**src/design/dtq_pkg.sv**
```systemverilog
// ----------------------------------------------------------------------------
// dtq_pkg
// shared types and codes for the deadline timer queue
// ----------------------------------------------------------------------------
package dtq_pkg;

    localparam logic [1:0] CMD_TICK  = 2'd0;
    localparam logic [1:0] CMD_SET   = 2'd1;
    localparam logic [1:0] CMD_CLEAR = 2'd2;

    localparam logic KIND_FIRE    = 1'b0;
    localparam logic KIND_SUMMARY = 1'b1;

    localparam logic STATUS_OK     = 1'b0;
    localparam logic STATUS_NO_HND = 1'b1;

    localparam logic REG_TICK_STEP   = 1'b0;
    localparam logic REG_FIRE_WINDOW = 1'b1;

    localparam int          CFG_W           = 20;
    localparam int          FIRE_CNT_W      = 5;
    localparam logic [4:0]  MAX_FIRES       = 5'd16;
    localparam logic [19:0] TICK_STEP_RST   = 20'd1;
    localparam logic [19:0] FIRE_WINDOW_RST = 20'd10000;

    typedef enum logic [2:0] {
        ST_IDLE,
        ST_START,
        ST_SCAN,
        ST_FIRE,
        ST_SUMMARY
    } state_t;

    typedef struct packed {
        logic load;
        logic start;
        logic scan;
        logic fire;
        logic summary;
    } dtq_cmd_t;

    typedef struct packed {
        logic scan_done;
        logic due;
        logic out_free;
    } dtq_stat_t;

endpackage

```
**src/design/deadline_timer_queue_core.sv**
```systemverilog
// ----------------------------------------------------------------------------
// deadline_timer_queue_core
// flow: an accepted request starts a scan of all timer slots; each
// fired timer costs one further full slot scan, then a summary ends it
// a new request is taken only in idle, after the summary is issued;
// scans are paced by the one-entry-per-cycle read port of the timer store
// reset: aresetn low clears time and armed bits and restores config defaults; no clearing pass
// ----------------------------------------------------------------------------
module deadline_timer_queue_core #(
    parameter int NUM_TIMERS = 16,
    parameter int TIME_BITS  = 48
) (
    input  logic        aclk,
    input  logic        aresetn,
    input  logic        cfg_we,
    input  logic        cfg_index,
    input  logic [19:0] cfg_data,
    input  logic        s_valid,
    output logic        s_ready,
    input  logic [1:0]  s_cmd,
    input  logic [3:0]  s_timer_id,
    input  logic [31:0] s_delay_us,
    input  logic [7:0]  s_handler,
    input  logic [31:0] s_tag,
    output logic        m_valid,
    input  logic        m_ready,
    output logic        m_kind,
    output logic [3:0]  m_fired_id,
    output logic [7:0]  m_fired_handler,
    output logic [31:0] m_fired_tag,
    output logic        m_status,
    output logic        m_next_valid,
    output logic [47:0] m_next_deadline,
    output logic        m_last
);

    dtq_pkg::dtq_cmd_t  cmd;
    dtq_pkg::dtq_stat_t stat;

    dtq_ctrl u_ctrl (
        .aclk   (aclk),
        .aresetn(aresetn),
        .s_valid(s_valid),
        .s_ready(s_ready),
        .cmd    (cmd),
        .stat   (stat)
    );

    dtq_datapath #(
        .NUM_TIMERS(NUM_TIMERS),
        .TIME_BITS (TIME_BITS)
    ) u_datapath (
        .aclk           (aclk),
        .aresetn        (aresetn),
        .cmd            (cmd),
        .stat           (stat),
        .cfg_we         (cfg_we),
        .cfg_index      (cfg_index),
        .cfg_data       (cfg_data),
        .s_cmd          (s_cmd),
        .s_timer_id     (s_timer_id),
        .s_delay_us     (s_delay_us),
        .s_handler      (s_handler),
        .s_tag          (s_tag),
        .m_valid        (m_valid),
        .m_ready        (m_ready),
        .m_kind         (m_kind),
        .m_fired_id     (m_fired_id),
        .m_fired_handler(m_fired_handler),
        .m_fired_tag    (m_fired_tag),
        .m_status       (m_status),
        .m_next_valid   (m_next_valid),
        .m_next_deadline(m_next_deadline),
        .m_last         (m_last)
    );

endmodule

```
**src/design/dtq_ram.sv**
```systemverilog
// ----------------------------------------------------------------------------
// dtq_ram
// generic single write port ram with registered read
// ----------------------------------------------------------------------------
module dtq_ram #(
    parameter int WIDTH = 88,
    parameter int DEPTH = 16
) (
    input  logic                                   aclk,
    input  logic                                   we,
    input  logic [(DEPTH > 1 ? $clog2(DEPTH) : 1)-1:0] waddr,
    input  logic [WIDTH-1:0]                       wdata,
    input  logic [(DEPTH > 1 ? $clog2(DEPTH) : 1)-1:0] raddr,
    output logic [WIDTH-1:0]                       rdata
);

    logic [WIDTH-1:0] mem [DEPTH];
    logic [WIDTH-1:0] rdata_reg;

    always_ff @(posedge aclk) begin
        if (we) begin
            mem[waddr] <= wdata;
        end
        rdata_reg <= mem[raddr];
    end

    assign rdata = rdata_reg;

endmodule

```
**src/design/dtq_datapath.sv**
```systemverilog
// ----------------------------------------------------------------------------
// dtq_datapath
// time base, config, armed bits, timer store, min scan and result register
// ----------------------------------------------------------------------------
module dtq_datapath #(
    parameter int NUM_TIMERS = 16,
    parameter int TIME_BITS  = 48
) (
    input  logic                   aclk,
    input  logic                   aresetn,
    input  dtq_pkg::dtq_cmd_t      cmd,
    output dtq_pkg::dtq_stat_t     stat,
    input  logic                   cfg_we,
    input  logic                   cfg_index,
    input  logic [19:0]            cfg_data,
    input  logic [1:0]             s_cmd,
    input  logic [3:0]             s_timer_id,
    input  logic [31:0]            s_delay_us,
    input  logic [7:0]             s_handler,
    input  logic [31:0]            s_tag,
    output logic                   m_valid,
    input  logic                   m_ready,
    output logic                   m_kind,
    output logic [3:0]             m_fired_id,
    output logic [7:0]             m_fired_handler,
    output logic [31:0]            m_fired_tag,
    output logic                   m_status,
    output logic                   m_next_valid,
    output logic [47:0]            m_next_deadline,
    output logic                   m_last
);

    localparam int IDX_W  = NUM_TIMERS > 1 ? $clog2(NUM_TIMERS) : 1;
    localparam int CNT_W  = $clog2(NUM_TIMERS + 1);
    localparam int SUM_W  = TIME_BITS + 1;
    localparam int ENT_W  = TIME_BITS + 40;
    localparam logic [TIME_BITS-1:0] TIME_MAX = '1;
    localparam logic [CNT_W-1:0] SCAN_END = CNT_W'(NUM_TIMERS);

    // control state
    logic [TIME_BITS-1:0]        time_reg, time_next;
    logic [19:0]                 tick_step_reg, tick_step_next;
    logic [19:0]                 fire_window_reg, fire_window_next;
    logic [NUM_TIMERS-1:0]       armed_reg, armed_next;
    logic [CNT_W-1:0]            scan_addr_reg, scan_addr_next;
    logic                        rd_pipe_reg, rd_pipe_next;
    logic                        best_valid_reg, best_valid_next;
    logic [dtq_pkg::FIRE_CNT_W-1:0] fire_cnt_reg, fire_cnt_next;
    logic                        out_valid_reg, out_valid_next;

    // payload
    logic [TIME_BITS-1:0]        limit_reg, limit_next;
    logic [TIME_BITS-1:0]        best_dl_reg, best_dl_next;
    logic [IDX_W-1:0]            best_id_reg, best_id_next;
    logic [7:0]                  best_hnd_reg, best_hnd_next;
    logic [31:0]                 best_tag_reg, best_tag_next;
    logic [IDX_W-1:0]            rd_idx_reg, rd_idx_next;
    logic                        rd_armed_reg, rd_armed_next;
    logic                        status_reg, status_next;
    logic                        kind_reg, kind_next;
    logic [3:0]                  fid_reg, fid_next;
    logic [7:0]                  fhnd_reg, fhnd_next;
    logic [31:0]                 ftag_reg, ftag_next;
    logic                        ostat_reg, ostat_next;
    logic                        nvalid_reg, nvalid_next;
    logic [47:0]                 ndl_reg, ndl_next;
    logic                        last_reg, last_next;

    logic [SUM_W-1:0]            tick_sum, dl_sum, lim_sum;
    logic [TIME_BITS-1:0]        tick_sat, dl_sat, lim_sat;
    logic                        id_ok;
    logic [IDX_W-1:0]            wr_idx;
    logic                        ram_we;
    logic [ENT_W-1:0]            ram_rdata;
    logic [TIME_BITS-1:0]        rd_dl;
    logic                        scan_issue;
    logic                        out_free;

    assign tick_sum = {1'b0, time_reg} + SUM_W'(tick_step_reg);
    assign dl_sum   = {1'b0, time_reg} + SUM_W'(s_delay_us);
    assign lim_sum  = {1'b0, time_reg} + SUM_W'(fire_window_reg);
    assign tick_sat = tick_sum[TIME_BITS] ? TIME_MAX : tick_sum[TIME_BITS-1:0];
    assign dl_sat   = dl_sum[TIME_BITS] ? TIME_MAX : dl_sum[TIME_BITS-1:0];
    assign lim_sat  = lim_sum[TIME_BITS] ? TIME_MAX : lim_sum[TIME_BITS-1:0];

    assign id_ok  = {28'd0, s_timer_id} < 32'(NUM_TIMERS);
    assign wr_idx = IDX_W'(s_timer_id);
    assign ram_we = cmd.load && (s_cmd == dtq_pkg::CMD_SET) && (s_handler != 8'd0) && id_ok;

    assign scan_issue = cmd.scan && (scan_addr_reg != SCAN_END);
    assign rd_dl      = ram_rdata[ENT_W-1 -: TIME_BITS];
    assign out_free   = !out_valid_reg || m_ready;

    dtq_ram #(
        .WIDTH(ENT_W),
        .DEPTH(NUM_TIMERS)
    ) u_store (
        .aclk (aclk),
        .we   (ram_we),
        .waddr(wr_idx),
        .wdata({dl_sat, s_handler, s_tag}),
        .raddr(scan_addr_reg[IDX_W-1:0]),
        .rdata(ram_rdata)
    );

    always_comb begin
        time_next        = time_reg;
        tick_step_next   = tick_step_reg;
        fire_window_next = fire_window_reg;
        armed_next       = armed_reg;
        scan_addr_next   = scan_addr_reg;
        rd_pipe_next     = scan_issue;
        best_valid_next  = best_valid_reg;
        fire_cnt_next    = fire_cnt_reg;
        out_valid_next   = out_valid_reg && !m_ready;
        limit_next       = limit_reg;
        best_dl_next     = best_dl_reg;
        best_id_next     = best_id_reg;
        best_hnd_next    = best_hnd_reg;
        best_tag_next    = best_tag_reg;
        rd_idx_next      = scan_addr_reg[IDX_W-1:0];
        rd_armed_next    = armed_reg[scan_addr_reg[IDX_W-1:0]];
        status_next      = status_reg;
        kind_next        = kind_reg;
        fid_next         = fid_reg;
        fhnd_next        = fhnd_reg;
        ftag_next        = ftag_reg;
        ostat_next       = ostat_reg;
        nvalid_next      = nvalid_reg;
        ndl_next         = ndl_reg;
        last_next        = last_reg;

        if (cfg_we) begin
            if (cfg_index == dtq_pkg::REG_TICK_STEP) begin
                tick_step_next = cfg_data;
            end else begin
                fire_window_next = cfg_data;
            end
        end

        if (cmd.load) begin
            fire_cnt_next = '0;
            status_next   = dtq_pkg::STATUS_OK;
            case (s_cmd)
                dtq_pkg::CMD_TICK: begin
                    time_next = tick_sat;
                end
                dtq_pkg::CMD_SET: begin
                    if (s_handler == 8'd0) begin
                        status_next = dtq_pkg::STATUS_NO_HND;
                    end else if (id_ok) begin
                        armed_next[wr_idx] = 1'b1;
                    end
                end
                dtq_pkg::CMD_CLEAR: begin
                    if (id_ok) begin
                        armed_next[wr_idx] = 1'b0;
                    end
                end
                default: begin
                end
            endcase
        end

        if (cmd.start) begin
            limit_next      = lim_sat;
            scan_addr_next  = '0;
            best_valid_next = 1'b0;
        end else begin
            if (scan_issue) begin
                scan_addr_next = scan_addr_reg + CNT_W'(1);
            end
            if (rd_pipe_reg && rd_armed_reg && (!best_valid_reg || rd_dl < best_dl_reg)) begin
                best_valid_next = 1'b1;
                best_dl_next    = rd_dl;
                best_id_next    = rd_idx_reg;
                best_hnd_next   = ram_rdata[39:32];
                best_tag_next   = ram_rdata[31:0];
            end
        end

        if (cmd.fire) begin
            armed_next[best_id_reg] = 1'b0;
            fire_cnt_next  = fire_cnt_reg + dtq_pkg::FIRE_CNT_W'(1);
            out_valid_next = 1'b1;
            kind_next      = dtq_pkg::KIND_FIRE;
            fid_next       = 4'(best_id_reg);
            fhnd_next      = best_hnd_reg;
            ftag_next      = best_tag_reg;
            ostat_next     = dtq_pkg::STATUS_OK;
            nvalid_next    = 1'b0;
            ndl_next       = '0;
            last_next      = 1'b0;
        end

        if (cmd.summary) begin
            out_valid_next = 1'b1;
            kind_next      = dtq_pkg::KIND_SUMMARY;
            fid_next       = '0;
            fhnd_next      = '0;
            ftag_next      = '0;
            ostat_next     = status_reg;
            nvalid_next    = best_valid_reg;
            ndl_next       = best_valid_reg ? 48'(best_dl_reg) : 48'd0;
            last_next      = 1'b1;
        end
    end

    always_ff @(posedge aclk) begin
        if (!aresetn) begin
            time_reg        <= '0;
            tick_step_reg   <= dtq_pkg::TICK_STEP_RST;
            fire_window_reg <= dtq_pkg::FIRE_WINDOW_RST;
            armed_reg       <= '0;
            scan_addr_reg   <= '0;
            rd_pipe_reg     <= 1'b0;
            best_valid_reg  <= 1'b0;
            fire_cnt_reg    <= '0;
            out_valid_reg   <= 1'b0;
        end else begin
            time_reg        <= time_next;
            tick_step_reg   <= tick_step_next;
            fire_window_reg <= fire_window_next;
            armed_reg       <= armed_next;
            scan_addr_reg   <= scan_addr_next;
            rd_pipe_reg     <= rd_pipe_next;
            best_valid_reg  <= best_valid_next;
            fire_cnt_reg    <= fire_cnt_next;
            out_valid_reg   <= out_valid_next;
        end
    end

    always_ff @(posedge aclk) begin
        limit_reg    <= limit_next;
        best_dl_reg  <= best_dl_next;
        best_id_reg  <= best_id_next;
        best_hnd_reg <= best_hnd_next;
        best_tag_reg <= best_tag_next;
        rd_idx_reg   <= rd_idx_next;
        rd_armed_reg <= rd_armed_next;
        status_reg   <= status_next;
        kind_reg     <= kind_next;
        fid_reg      <= fid_next;
        fhnd_reg     <= fhnd_next;
        ftag_reg     <= ftag_next;
        ostat_reg    <= ostat_next;
        nvalid_reg   <= nvalid_next;
        ndl_reg      <= ndl_next;
        last_reg     <= last_next;
    end

    assign stat.scan_done = (scan_addr_reg == SCAN_END) && !rd_pipe_reg;
    assign stat.due       = best_valid_reg && (best_dl_reg <= limit_reg)
                            && (fire_cnt_reg != dtq_pkg::MAX_FIRES);
    assign stat.out_free  = out_free;

    assign m_valid         = out_valid_reg;
    assign m_kind          = kind_reg;
    assign m_fired_id      = fid_reg;
    assign m_fired_handler = fhnd_reg;
    assign m_fired_tag     = ftag_reg;
    assign m_status        = ostat_reg;
    assign m_next_valid    = nvalid_reg;
    assign m_next_deadline = ndl_reg;
    assign m_last          = last_reg;

`ifndef ASSERT_OFF
    a_fire_cnt_bound: assert property (@(posedge aclk) disable iff (!aresetn)
        fire_cnt_reg <= dtq_pkg::MAX_FIRES)
        else $error("fire count past limit");

    a_load_when_free: assert property (@(posedge aclk) disable iff (!aresetn)
        (cmd.fire || cmd.summary) |-> out_free)
        else $error("result register overwritten");

    a_fired_disarmed: assert property (@(posedge aclk) disable iff (!aresetn)
        cmd.fire |=> !armed_reg[$past(best_id_reg)])
        else $error("fired timer still armed");
`endif

endmodule

```
**src/design/dtq_ctrl.sv**
```systemverilog
// ----------------------------------------------------------------------------
// dtq_ctrl
// sequencer: command, scan, fire loop and summary
// ----------------------------------------------------------------------------
module dtq_ctrl (
    input  logic                aclk,
    input  logic                aresetn,
    input  logic                s_valid,
    output logic                s_ready,
    output dtq_pkg::dtq_cmd_t   cmd,
    input  dtq_pkg::dtq_stat_t  stat
);

    dtq_pkg::state_t state_reg, state_next;

    always_comb begin
        state_next = state_reg;
        unique case (state_reg)
            dtq_pkg::ST_IDLE: begin
                if (s_valid) begin
                    state_next = dtq_pkg::ST_START;
                end
            end
            dtq_pkg::ST_START: begin
                state_next = dtq_pkg::ST_SCAN;
            end
            dtq_pkg::ST_SCAN: begin
                if (stat.scan_done) begin
                    state_next = stat.due ? dtq_pkg::ST_FIRE : dtq_pkg::ST_SUMMARY;
                end
            end
            dtq_pkg::ST_FIRE: begin
                if (stat.out_free) begin
                    state_next = dtq_pkg::ST_START;
                end
            end
            dtq_pkg::ST_SUMMARY: begin
                if (stat.out_free) begin
                    state_next = dtq_pkg::ST_IDLE;
                end
            end
            default: begin
                state_next = dtq_pkg::ST_IDLE;
            end
        endcase
    end

    always_comb begin
        s_ready = 1'b0;
        cmd     = '0;
        unique case (state_reg)
            dtq_pkg::ST_IDLE: begin
                s_ready  = 1'b1;
                cmd.load = s_valid;
            end
            dtq_pkg::ST_START: begin
                cmd.start = 1'b1;
            end
            dtq_pkg::ST_SCAN: begin
                cmd.scan = 1'b1;
            end
            dtq_pkg::ST_FIRE: begin
                cmd.fire = stat.out_free;
            end
            dtq_pkg::ST_SUMMARY: begin
                cmd.summary = stat.out_free;
            end
            default: begin
            end
        endcase
    end

    always_ff @(posedge aclk) begin
        if (!aresetn) begin
            state_reg <= dtq_pkg::ST_IDLE;
        end else begin
            state_reg <= state_next;
        end
    end

`ifndef ASSERT_OFF
    a_one_cmd: assert property (@(posedge aclk) disable iff (!aresetn)
        $onehot0({cmd.load, cmd.start, cmd.scan, cmd.fire, cmd.summary}))
        else $error("conflicting datapath commands");
`endif

endmodule
```
**config.mk**
```make
export PLATFORM = sky130hd
export DESIGN_NAME = deadline_timer_queue_core
export DESIGN_NICKNAME = d
export VERILOG_FILES = /design/src/design/dtq_pkg.sv /design/src/design/deadline_timer_queue_core.sv /design/src/design/dtq_ram.sv /design/src/design/dtq_datapath.sv /design/src/design/dtq_ctrl.sv
export SDC_FILE = /design/constraint.sdc
export NUM_CORES = 2
export LEC_CHECK = 0
export ABC_CLOCK_PERIOD_IN_PS = 11200
export CORE_MARGIN = 4
export CORE_UTILIZATION = 40
export DETAILED_ROUTE_END_ITERATION = 6
export DONT_BUFFER_PORTS = 1
export SLEW_MARGIN = 10
export SYNTH_ARGS = -nofsm -noshare
export SYNTH_HDL_FRONTEND = slang
export SYNTH_SLANG_ARGS = --single-unit
```
**constraint.sdc**
```tcl
create_clock -name aclk -period 11.2 [get_ports aclk]
set_clock_uncertainty 0.05 [all_clocks]
set_input_delay 0.56 -clock aclk [delete_from_list [all_inputs] [get_ports aclk]]
set_output_delay 0.56 -clock aclk [all_outputs]
set_load 0.1 [all_outputs]
```
After elaboration in Yosys (flattened, before gate mapping)
Memories as Yosys holds them, arrays and structs flattened. A register that Yosys moved wholly into a read port is not among the register bits. Cells that the tools add are included.

$add $sub $neg: 5. Order comparisons: 7. Equal/unequal tests: 13. Multiplexer cells: 37. Bitwise gates (word level): 8. Reduce and logical (&&, ||, !) cells: 29.

Operators by type and width (count): $mux 48 (5); $add 48x20->49 (2); $add 48x32->49 (1); $le 48x48->1 (1); $lt 48x48->1 (1); $mux 16 (3); $and 16x16->16 (2); $not 16->16 (2); $pmux 16 s2 (1); $mux 1 (17); $or 16x16->16 (1); $lt 4x5->1 const B (3); $mux 3 (5); $pmux 3 s5 (1); $logic_and 1x1->1 (11); $add 5x1->5 const B (2); $mux 5 (2); $ne 5x5->1 const B (2); $demux 1 s4 (2); $ge 4x1->1 const B (2); $logic_not 8->1 (1); $reduce_and 2->1 (4); $reduce_bool 8->1 (1); $eq 3x2->1 const B (2); other kinds (16) (25).

Bits in registers: 361. RAM bits: 1408. Input bits: 104. Output and inout port bits: 98. Logic and storage cells: 125. Memories kept: 1.

Memories: u_datapath.u_store.mem (depth 16, bits a word 88, read ports 1, clocked after Yosys merged registers in 1, wr ports 1, RTL line dtq_ram.sv:17) `logic [WIDTH-1:0] mem [DEPTH];`.

Longest topological paths before layout
Depth in word-level cells: 10. Mapped depth: 12.

Hierarchy
From an unflattened synthesis, not the netlist that was laid out.

Cell total of the unflattened synthesis: 4406. Area total of the unflattened synthesis: 74821.8 um^2.

By module, submodules not included: dtq_ram (times used 1, cells each 2256, area each 54354.6 um^2, sequential area each 44042.2 um^2); dtq_datapath (times used 1, cells each 2123, area each 20231.9 um^2, sequential area each 9078.7 um^2); dtq_ctrl (times used 1, cells each 27, area each 235.2 um^2, sequential area each 60.1 um^2).

Worst setup path after synthesis
No wires, ideal clock.

Path kind: register to register. Start: reg u_ctrl.state_reg[2]. End: mem u_datapath.u_store.mem[15][0], enable pin. Setup time: 0.535 ns. Arrival: 7.220 ns. Data required time: 10.615 ns. Setup slack: 3.395 ns. Stages on the path, launching flop included: 8. Buffers on the path: 3. Period minus slack after synthesis: 7.805 ns. Cell sequence: dfxtp_1 clkbuf_1 nor3_1 and2_1 buf_2 nand3_1 clkbuf_1 nor2_1.

RTL lines: from (decl) (RTL line dtq_ctrl.sv:14) `dtq_pkg::state_t state_reg, state_next;`; from (signal assigned) (RTL line dtq_ctrl.sv:75) `state_reg <= dtq_pkg::ST_IDLE;`; from (signal assigned) (RTL line dtq_ctrl.sv:77) `state_reg <= state_next;`; to (decl) (RTL line dtq_ram.sv:17).

Worst setup path in the final report
Start: reg u_datapath.best_dl_reg[25]. End: reg u_datapath.best_dl_reg[46], enable pin.

Word-level cells in the longest chain between the ends: 4.

Ends and longest elaborated chain: from (decl) (RTL line dtq_datapath.sv:53) `logic [TIME_BITS-1:0] best_dl_reg, best_dl_next;`; from (signal assigned) (RTL line dtq_datapath.sv:235) `best_dl_reg <= best_dl_next;`; $lt 48x48->1 (RTL line dtq_datapath.sv:173) `if (rd_pipe_reg && rd_armed_reg && (!best_valid_reg || rd_dl < best_dl_reg)) begin`; $logic_or 1x1->1 (RTL line dtq_datapath.sv:173); $logic_and 1x1->1 (RTL line dtq_datapath.sv:173); $reduce_and 2->1 (no line).

Every way passes these cells. A chain may end at the register's enable or synchronous reset.

==> impl_metrics.csv <==
group,metric,value,unit
clock_tree,cts-root-buf,"clkbuf_16",
grt,grt_pass1_wl,284000,um
grt,antenna_found_initial,25,
floorplanning,core,186000,um^2
drt,vias_per_cell,5.63,
grt,gr-usage-all-layers,20.0,%
worst_setup_path,path_buf_inv,3,
synthesis,async_flop_share,0,%
worst_setup_path,worst-setup-path-type,"reg -> reg",
worst_setup_path,crit_arrival,5560,ps
worst_setup_path,cp-end-kind,"flop",
worst_setup_path,cp_common_cell,"a21o_1",
synthesis,ys_seq_elements,1857,
worst_setup_path,crit_family,"compound AO/OA/AOI/OAI gates",
floorplanning,ios,202,
worst_setup_path,worstPathMaxFanout,45,
timing,fin_crit_sh,46.8,%
clock_tree,clock-sinks,1857,
drt,drt_iter0_drc,3803,
place,io_buffers,0,
power_and_ir_drop,p_leak,28.6,nW
power_and_ir_drop,powerDensity,200,nW/um^2
clock_tree,hold_buffers,64,
clock_tree,cts_made_buffers,193,
clock_tree,cts_tree,"done",
timing,timing.fmax,0.191,GHz
synthesis,synth.distinct_cells,96,
grt,grt_max_degree,68,
worst_setup_path,cp_slowest_cell,"a221oi_1",
timing,finalHoldViolCount,0,
drt,first_pass_iters,5,
synthesis,synth_nets,4515,
drt,vias,39500,
floorplanning,start_util,40.3,%
clock_tree,path_clk_slew,60,ps
clock_tree,clock_latency,850,ps
timing,slew_violations,0,
clock_tree,cts_resized,0,
flow_run,maxCapViolations,0,
clock_tree,htreeDepth,4,
timing,setup_violations,0,
worst_setup_path,start_kind,"flop",
floorplanning,die_w,441,um
finish,fin_nets,4644,
grt,grt.overflow.total,0,
floorplanning,row_count,158,
synthesis,synth-edff-count,1599,
timing,hold_ws,72.3,ps
synthesis,syn_inst,4234,
finish,fillers,15600,
synthesis,yosysWarnings,0,
worst_hold_path,hold_path.class,"in -> reg",
synthesis,synth_ff_type,"edfxtp_1",
synthesis,synth_seq_area_share,70.9,%
finish,largest_reg_flops,1408,
place,dp_hpwl,123000,um
drt,drc,0,
finish,drive_gt1_share,20.1,%
timing,tightest_slew,1220,ps
clock_tree,post_cts_buffers,0,
worst_setup_path,cp_slowest_stage_delay,830,ps
floorplanning,die_y,441,um
clock_tree,clk_path_buf_depth,3,
drt,final_antenna_net_count,0,
timing,final.setup.tns,0,ps
timing,rsz0062_at_grt,"false",
outcome,outcome,"finished, final reports clean",
floorplanning,dieArea,195000,um^2
finish,area_growth,13.6,%
timing,relSlewSlack,17.9,%
drt,finalWirelength,195000,um
worst_setup_path,cp.required,11520,ps
finish,final_common_cell,"edfxtp_1",
finish,layout_common_cells,"edfxtp_1, mux4_2, nand2_1",
grt,grt_pass1_vias,39900,
synthesis,syn_avg_cell_area,17.7,um^2
synthesis,synth_area,75000,um^2
place,gp_congestion,0.933,
worst_setup_path,crit_path_cell_trace,"inv_1 -> ha_1 -> a21o_1 -> a21o_1 -> a21o_1 -> a21o_1 -> a221oi_1 -> o21ai_0 -> a211oi_1 -> o31a_2 -> buf_4 -> buf_4",
drt,wl_per_cell,27.8,um
timing,min_period,5240,ps
power_and_ir_drop,peakVddDrop,0.197,mV
## area by class of cell
cell class              count  area [um^2]  share of cell area [%]
well taps                2480         3100                    3.64
diodes                     13         32.5                  0.0382
inverters                 130          488                   0.573
clock inverters           101         1130                    1.32
repair buffers            136         1220                    1.43
clock buffers             265         5430                    6.37
multi-input cells        2045        20600                    24.2
flip-flops and latches   1857        53200                    62.4
## through the flow
stage               setup WS (ps)  power (mW)  util (%)  instances  instance area, um^2
detailed placement           5920        10.7      41.9       6584                78000
global route                 5790        17.7      45.8       7018                85200
floorplan                    3390        10.1         -       4234                75000
global placement             5950        10.7      41.9       6584                78000
finish                       5960        17.0      45.8       7027                85200
CTS                          5850        17.2      45.8       7014                85200
## final timing paths
kind                                 from                           to  slack (ps)  cells past startpoint
max            u_datapath.best_dl_reg[25]   u_datapath.best_dl_reg[46]        5960                     12
min                         s_timer_id[3]     u_datapath.armed_reg[13]          70                      4
max reg2reg    u_datapath.best_dl_reg[25]   u_datapath.best_dl_reg[46]        5960                     12
min reg2reg  u_datapath.u_store.rdata[26]  u_datapath.best_tag_reg[26]         320                      0
## where the power goes
| group | internal (mW) | switching [mW] |
|---|---|---|
| clock | 3.68 | 2.77 |
| sequential | 7.89 | 0.933 |
| combinational | 0.733 | 1.03 |
## tightest hold or removal path, stage by stage
cell and delay (ps):
nand3_1 140, nor2_1 70, a21oi_1 110, nor2_1 50
## logic make-up (layout without fill, tap and decap cells)
| group | after synthesis | count (layout) | synth area share [%] |
|---|---|---|---|
| adders and majority gates | 177 | 177 | 2.98 |
| AOI/OAI and AO/OA | 583 | 583 | 4.89 |
| xor gates and xnor gates | 84 | 84 | 0.981 |
| DFF | 1857 | 1857 | 70.9 |
| muxes | 457 | 457 | 13.5 |
| buffers and inverters | 332 | 632 | 1.88 |
| and+or+nand+nor | 744 | 744 | 4.82 |
| other | 0 | 13 | 0 |
## routing by layer
metal  up-vias  wire length [um]  global-route usage (%)
met5         -                82                       0
met4         6              6220                    6.15
met3       298             10900                    3.23
met2      1326             95800                    33.1
met1     20800             82100                    27.2
li1      17100                 -                       -
## Yosys cell counts, types with 6 or more instances
master | instances | area [um^2]
a211oi_1 | 14 | 105
a21o_1 | 67 | 503
a21oi_1 | 247 | 1240
a21oi_2 | 12 | 105
a31oi_1 | 16 | 100
and2_1 | 10 | 62.6
and3_1 | 71 | 444
and4_1 | 11 | 96.3
buf_1 | 34 | 128
buf_2 | 31 | 155
clkbuf_1 | 119 | 447
clkbuf_8 | 7 | 96.3
dfxtp_1 | 258 | 5160
edfxtp_1 | 1599 | 48000
ha_1 | 174 | 2180
inv_1 | 129 | 484
mux2_2 | 11 | 124
mux4_2 | 445 | 10000
nand2_1 | 326 | 1220
nand2b_1 | 26 | 163
nand3_1 | 44 | 220
nand4_1 | 30 | 188
nor2_1 | 134 | 503
nor2b_1 | 13 | 81.3
nor3_1 | 22 | 110
nor4_1 | 10 | 62.6
o211ai_1 | 17 | 128
o21a_1 | 13 | 97.6
o21ai_0 | 92 | 460
o21ai_1 | 9 | 45.0
o21bai_1 | 7 | 52.6
o221a_2 | 6 | 67.6
o22ai_1 | 10 | 62.6
o311a_1 | 11 | 110
or3_1 | 8 | 50.1
xnor2_1 | 38 | 333
xor2_1 | 46 | 403
Note: power is estimated with default switching activity, not from simulation.
